`src/c2d_pkg.sv`:
```
// ----------------------------------------------------------------------------
// c2d_pkg: shared types and constants of the 3x3 convolution block
// Kernel geometry, register codes, reset values and the control groups that
// run between the top level and the multiply cells.
// ----------------------------------------------------------------------------
package c2d_pkg;

  // kernel geometry and field widths
  localparam int KERNEL_SIZE    = 3;
  localparam int COEF_BITS      = 16;
  localparam int CFG_BITS       = 48;
  localparam int CFG_INDEX_BITS = 3;
  localparam int WIDTH_BITS     = 11;
  localparam int HEIGHT_BITS    = 16;
  localparam int OUT_BITS       = 32;

  // register indexes of the configuration port
  typedef enum logic [CFG_INDEX_BITS-1:0] {
    REG_IMAGE_WIDTH   = 3'd0,
    REG_IMAGE_HEIGHT  = 3'd1,
    REG_KERNEL_TOP    = 3'd2,
    REG_KERNEL_MIDDLE = 3'd3,
    REG_KERNEL_BOTTOM = 3'd4
  } c2d_reg_t;

  // reset values of the configuration registers
  localparam logic [WIDTH_BITS-1:0]  WIDTH_RESET         = 11'd1024;
  localparam logic [HEIGHT_BITS-1:0] HEIGHT_RESET        = 16'd1024;
  localparam logic [CFG_BITS-1:0]    KERNEL_TOP_RESET    = 48'h0000_0000_0000;
  localparam logic [CFG_BITS-1:0]    KERNEL_MIDDLE_RESET = 48'h0000_4000_0000;
  localparam logic [CFG_BITS-1:0]    KERNEL_BOTTOM_RESET = 48'h0000_0000_0000;

  // saturation limits of the result
  localparam logic signed [OUT_BITS-1:0] OUT_MAX = 32'sh7fff_ffff;
  localparam logic signed [OUT_BITS-1:0] OUT_MIN = 32'sh8000_0000;

  // per-cycle step enables handed to every cell
  typedef struct packed {
    logic shift;  // window moves one column
    logic mul;    // products of the held column are taken
    logic add;    // column sum of the products is taken
  } c2d_step_t;

  // position flags that travel with an item down the pipeline
  typedef struct packed {
    logic                   emit;
    logic                   last;
    logic [KERNEL_SIZE-1:0] row_ok;
    logic [KERNEL_SIZE-1:0] col_ok;
  } c2d_tag_t;

endpackage

```
`src/c2d_cell.sv`:
```
// ----------------------------------------------------------------------------
// c2d_cell: one window column with its three multipliers
// Holds a column of three pixels, passes it to the left neighbor on a shift,
// multiplies it by its kernel column and adds the three products.
// ----------------------------------------------------------------------------
module c2d_cell import c2d_pkg::*; #(
  parameter int PIXEL_BITS = 16
) (
  input  logic                                     clk,
  input  c2d_step_t                                step,
  input  logic [KERNEL_SIZE-1:0]                   keep,
  input  logic signed [COEF_BITS-1:0]              coef    [KERNEL_SIZE],
  input  logic signed [PIXEL_BITS-1:0]             pix_in  [KERNEL_SIZE],
  output logic signed [PIXEL_BITS-1:0]             pix_out [KERNEL_SIZE],
  output logic signed [PIXEL_BITS+COEF_BITS+1:0]   col_sum
);

  localparam int PROD_W = PIXEL_BITS + COEF_BITS;
  localparam int COL_W  = PROD_W + 2;

  logic signed [PIXEL_BITS-1:0] pix  [KERNEL_SIZE];
  logic signed [PROD_W-1:0]     prod [KERNEL_SIZE];

  assign pix_out = pix;

  // column shift, products, column sum
  always_ff @(posedge clk) begin
    if (step.shift) begin
      pix <= pix_in;
    end
    if (step.mul) begin
      for (int y = 0; y < KERNEL_SIZE; y++) begin
        // signed product, masked neighbors give zero
        if (keep[y]) begin
          prod[y] <= pix[y] * coef[y];
        end else begin
          prod[y] <= '0;
        end
      end
    end
    if (step.add) begin
      col_sum <= COL_W'(prod[0]) + COL_W'(prod[1]) + COL_W'(prod[2]);
    end
  end

endmodule

```
`config.mk`:
```
export PLATFORM = sky130hd
export DESIGN_NAME = c2d_cell
export DESIGN_NICKNAME = d
export VERILOG_FILES = /design/src/c2d_pkg.sv /design/src/c2d_cell.sv
export SDC_FILE = /design/constraint.sdc
export NUM_CORES = 2
export LEC_CHECK = 0
export BUFFER_PORTS_ARGS = -buffer_cell sky130_fd_sc_hd__clkbuf_2
export CAP_MARGIN = 20
export CORE_MARGIN = 3
export CORE_UTILIZATION = 53
export DETAILED_ROUTE_END_ITERATION = 8
export PLACE_DENSITY = 0.73
export SLEW_MARGIN = 40
export SYNTH_ARGS = -nofsm -noshare
export SYNTH_HDL_FRONTEND = slang
export SYNTH_SLANG_ARGS = --single-unit
```
`constraint.sdc`:
```
create_clock -name clk -period 7.8 [get_ports clk]
set_clock_uncertainty 0.1 [all_clocks]
set_input_delay 1.17 -clock clk [delete_from_list [all_inputs] [get_ports clk]]
set_output_delay 1.17 -clock clk [all_outputs]
set_load 0.01 [all_outputs]
```
Yosys cells after proc, flatten, opt, wreduce, memory -nomap -nowiden
Memories as Yosys holds them, arrays and structs flattened.
Index checks and enable logic that the tools add are counted.
- add/sub/neg operators: 2
- bitwise logic cells: 3
- mux-type cells: 21
- multiply operators: 3
- operators with widths (cell ; count):
    $mul A16 B16 Y32 ; 3
    $mux W32 ; 3
    $add A33 B32 Y34 ; 1
    $add A32 B32 Y33 ; 1
    $mux W1 ; 18
    $or A1 B1 Y1 ; 3
- word-level logic and storage cells: 34
- register bits: 82
- bits of input ports: 103
- memories: 1
- output and inout bits: 82
- memory bits (writable): 96
- memories (name ; depth ; width ; rd ports ; clocked after memory_dff ; wr ports ; RTL line ; text):
    prod ; 3 ; 32 ; 3 ; 0 ; 3 ; c2d_cell.sv:22 ; logic signed [PROD_W-1:0] prod [KERNEL_SIZE];

Logic depth before layout (Yosys ltp)
- depth after elaboration: 4
- mapped depth: 25
- mapped depth without buffers: 24

Least setup slack after synthesis
OpenSTA, ideal clock, no wires.
- kind: input to register
- from: input coef[17] (netlist bit)
- to: memory prod[1][27] (netlist bit), data pin
- data required time: 7434 ps
- arrival time: 6755 ps
- setup time: 266 ps
- path slack: 679 ps
- buffers on the path: 1
- cell stages on the path: 21
- cells stage by stage: clkbuf_1 -> nand2_1 -> fa_1 -> fa_1 -> fa_1 -> inv_1 -> fa_1 -> fa_1 -> inv_1 -> fa_1 -> inv_1 -> ha_1 -> and3_1 -> a221o_1 -> a21oi_1 -> o211ai_2 -> a221oi_4 -> o31ai_2 -> a311o_1 -> xnor2_1 -> nor2_1
- RTL lines (what ; RTL line ; text):
    from (decl) ; c2d_cell.sv:12 ; input logic signed [COEF_BITS-1:0] coef [KERNEL_SIZE],
    to (decl) ; c2d_cell.sv:22 ;

==> results.toml <==
[route]
first_iter_violations = 1726
wl_per_cell_um = 17.72
wl_um = 85940
vias = 25620
routed_via_density = 5.284
drc_errors = 0
drtAntennaViolNets = 0
drt_pre_antenna_iters = 6

[floorplanning]
start_util_pct = 53.72
die-area_sq_mm = 0.07309
fp.dieW_um = 270.4
io_pins = 185
core_sq_mm = 0.06895
rows = 96
chipHeight_um = 270.4

[timing]
fmaxAchievable_ghz = 0.1418
period_share_pct = 90.39
tightest_slew_ps = 806.7
drv_slew = 0
setup_tns_ps = 0
holdWs_ps = 402.2
min_period_ps = 7050
finalSetupViolations = 0
rsz0062_at_grt = "no"
fin_ws_ps = 749.6
hold_violations = 0
max-slew-margin-rel_pct = 46.22

[clock_tree]
cts_made_buffers = 17
cts-resized-gates = 0
cts.clk_slew.worst_paths_ps = 80
cts_setup_buffers = 0
cts_tree = "done"
clkSinkCount = 178
clk_path_buf_depth = 2
htree_levels = 4
cts-hold-fix-buffers = 0
clk_latency_ps = 490
cts_root_buf = "clkbuf_16"

[setup_path]
timing.critical_path.buf_inv = 5
critPathTopFamily = "adder cells"
slowest_delay_ps = 540
cp_max_fo = 16
worstPathArrival_ps = 7190
slowest_stage = "fa_1"
cp.required_ps = 7940
path_class = "input pin to register"
crit_path_frequent_cell = "fa_1"
cp-end-kind = "register"
path_cells = "clkbuf_2 -> and2_1 -> fa_1 -> inv_1 -> fa_1 -> fa_1 -> inv_1 -> fa_1 -> fa_1 -> inv_1 -> fa_1 -> inv_1 -> ha_1 -> and3_1 -> and2_1 -> a21oi_1 -> nand2_1 -> a31oi_1 -> and3_1 -> o311ai_0 -> o31ai_1 -> xor2_1 -> nor2_1"
worstSetupStartpointType = "input pin"

[yosys]
synth-seq-cells = 178
netlist_area_sq_mm = 0.03704
synth_edf_count = 146
synthAdderAreaFrac_pct = 53.66
syn_nets = 4975
synthSimpleGateAreaFrac_pct = 13.73
synth_cells = 3775
synthMuxAreaShare_pct = 0
synth-compound-area-share_pct = 5.513
ys.flop_type = "edfxtp_1"
yosys_warnings = 0
yosysUniqueCellTypes = 62
syn_area_per_cell_sq_um = 9.811
synth_top_family_by_area = "adder cells"
ys_async_sr_fraction_pct = 0
synth_xor_area_share_pct = 3.145
ys_seq_area_share_pct = 13.57

[run_status]
status = "completed"

[global_routing]
gr-usage-all-layers_pct = 25.16
grt_pass1_vias = 28130
antenna_found_initial = 2
grt_start_max_net_pins = 61
gr-total-overflow = 0
grt_pass1_wl_um = 146100

[final_layout]
drive_above_1_share_pct = 6.891
regArea_sq_mm = 0.005025
fin_cells = 4849
fill_cells = 5994
syn_to_final_growth_pct = 7.010
multiInputGateArea_sq_mm = 0.02818
finalNetCount = 5105
n_antenna_cell = 0

[run]
maxCapViolCount = 0

[placed_design]
place_ws_ps = 265.9
gp_congestion = 0.8932
dp_hpwl_um = 70160
port_buffers = 184
dpl.cell_count = 4815

[worst_hold_path]
hold_path.class = "register to register"
-- cell families after synthesis --
family,count (synthesis)
AO/OA/AOI/OAI,311
XOR/XNOR,133
adder cells (fa/ha/maj),1097
buffers and inverters,1025
flip-flops,178
AND/OR/NAND/NOR,1031
-- layer usage --
metal	track usage [%]	vias to the layer above	wire length, um
li1	-	11560	-
met1	33.84	13100	35470
met2	42.69	816	43300
met3	3.260	137	4839
met4	7.978	0	2325
met5	0	-	0
-- cell usage in the layout (no fill, tap or decap), types with 3 or more instances in the layout --
| cell | instances |
|---|---|
| fa_1 | 819 |
| nand4_1 | 9 |
| clkbuf_16 | 17 |
| nand3_1 | 23 |
| a21oi_1 | 87 |
| ha_1 | 278 |
| a31oi_1 | 6 |
| nor3_1 | 18 |
| o21bai_1 | 12 |
| o21a_1 | 14 |
| o21ai_0 | 55 |
| nor2b_1 | 22 |
| edfxtp_1 | 146 |
| buf_4 | 39 |
| clkbuf_2 | 181 |
| nand2b_1 | 40 |
| or3_1 | 4 |
| nand2_1 | 397 |
| inv_1 | 910 |
| o21ai_1 | 4 |
| a21o_1 | 51 |
| xnor2_1 | 87 |
| xor2_1 | 46 |
| inv_8 | 3 |
| or4_1 | 3 |
| nor2_1 | 133 |
| and2_1 | 359 |
| o31ai_1 | 6 |
| o31a_1 | 4 |
| o22ai_1 | 28 |
| and3_1 | 12 |
| a211oi_1 | 12 |
| inv_6 | 3 |
| dfxtp_1 | 32 |
| buf_6 | 3 |
-- through the flow --
stage | cell area [sq um] | utilization, %
after floorplan | 37040 | -
after CTS | 39610 | 57.45
after detailed placement | 39000 | 56.57
final | 39630 | 57.48
after global routing | 39630 | 57.48
after global placement | 38990 | 56.56
-- cell type report --
type	count	area share [%]
clock buffers	18	1.083
repair buffers	225	3.141
clock inverters	14	0.4357
inverters	911	8.628
flip-flops and latches	178	12.68
multi-input cells	2572	71.09
well taps	931	2.939
-- worst paths after layout --
path	from	endpoint	slack [ps]	depth (start not counted)
min reg2reg	prod[2][11]	prod[2][11]	400	2
max reg2reg	pix_out[25]	prod[1][28]	770	22
min	prod[2][11]	prod[2][11]	400	2
max	coef[22]	prod[1][28]	750	23
-- worst min-delay path: stages (launching register included) --
cell     delay, ps
dfxtp_1        330
inv_1           50
o22ai_1         70
-- registers in the layout, indices dropped and copies added (netlist names) --
signal	flops
prod	96
pix_out	48
col_sum	34
-- cells in the mapped netlist, types with 14 or more instances --
library cell	instances	area, sq um
o22ai_1	28	175.2
xnor2_1	87	762.0
dfxtp_1	32	640.6
o21a_1	14	105.1
nor3_1	18	90.09
nand2b_1	40	250.2
and2_1	359	2246
clkbuf_1	114	427.9
xor2_1	46	402.9
ha_1	278	3478
nand2_1	398	1494
a21o_1	51	382.9
a21oi_1	87	435.4
fa_1	819	16400
nor2b_1	24	150.1
inv_1	910	3416
nand3_1	23	115.1
edfxtp_1	146	4384
o21ai_0	55	275.3
nor2_1	133	499.2
Power is not shown: default switching activity piles up to over one toggle a cycle in this logic, so the estimate is an artifact.
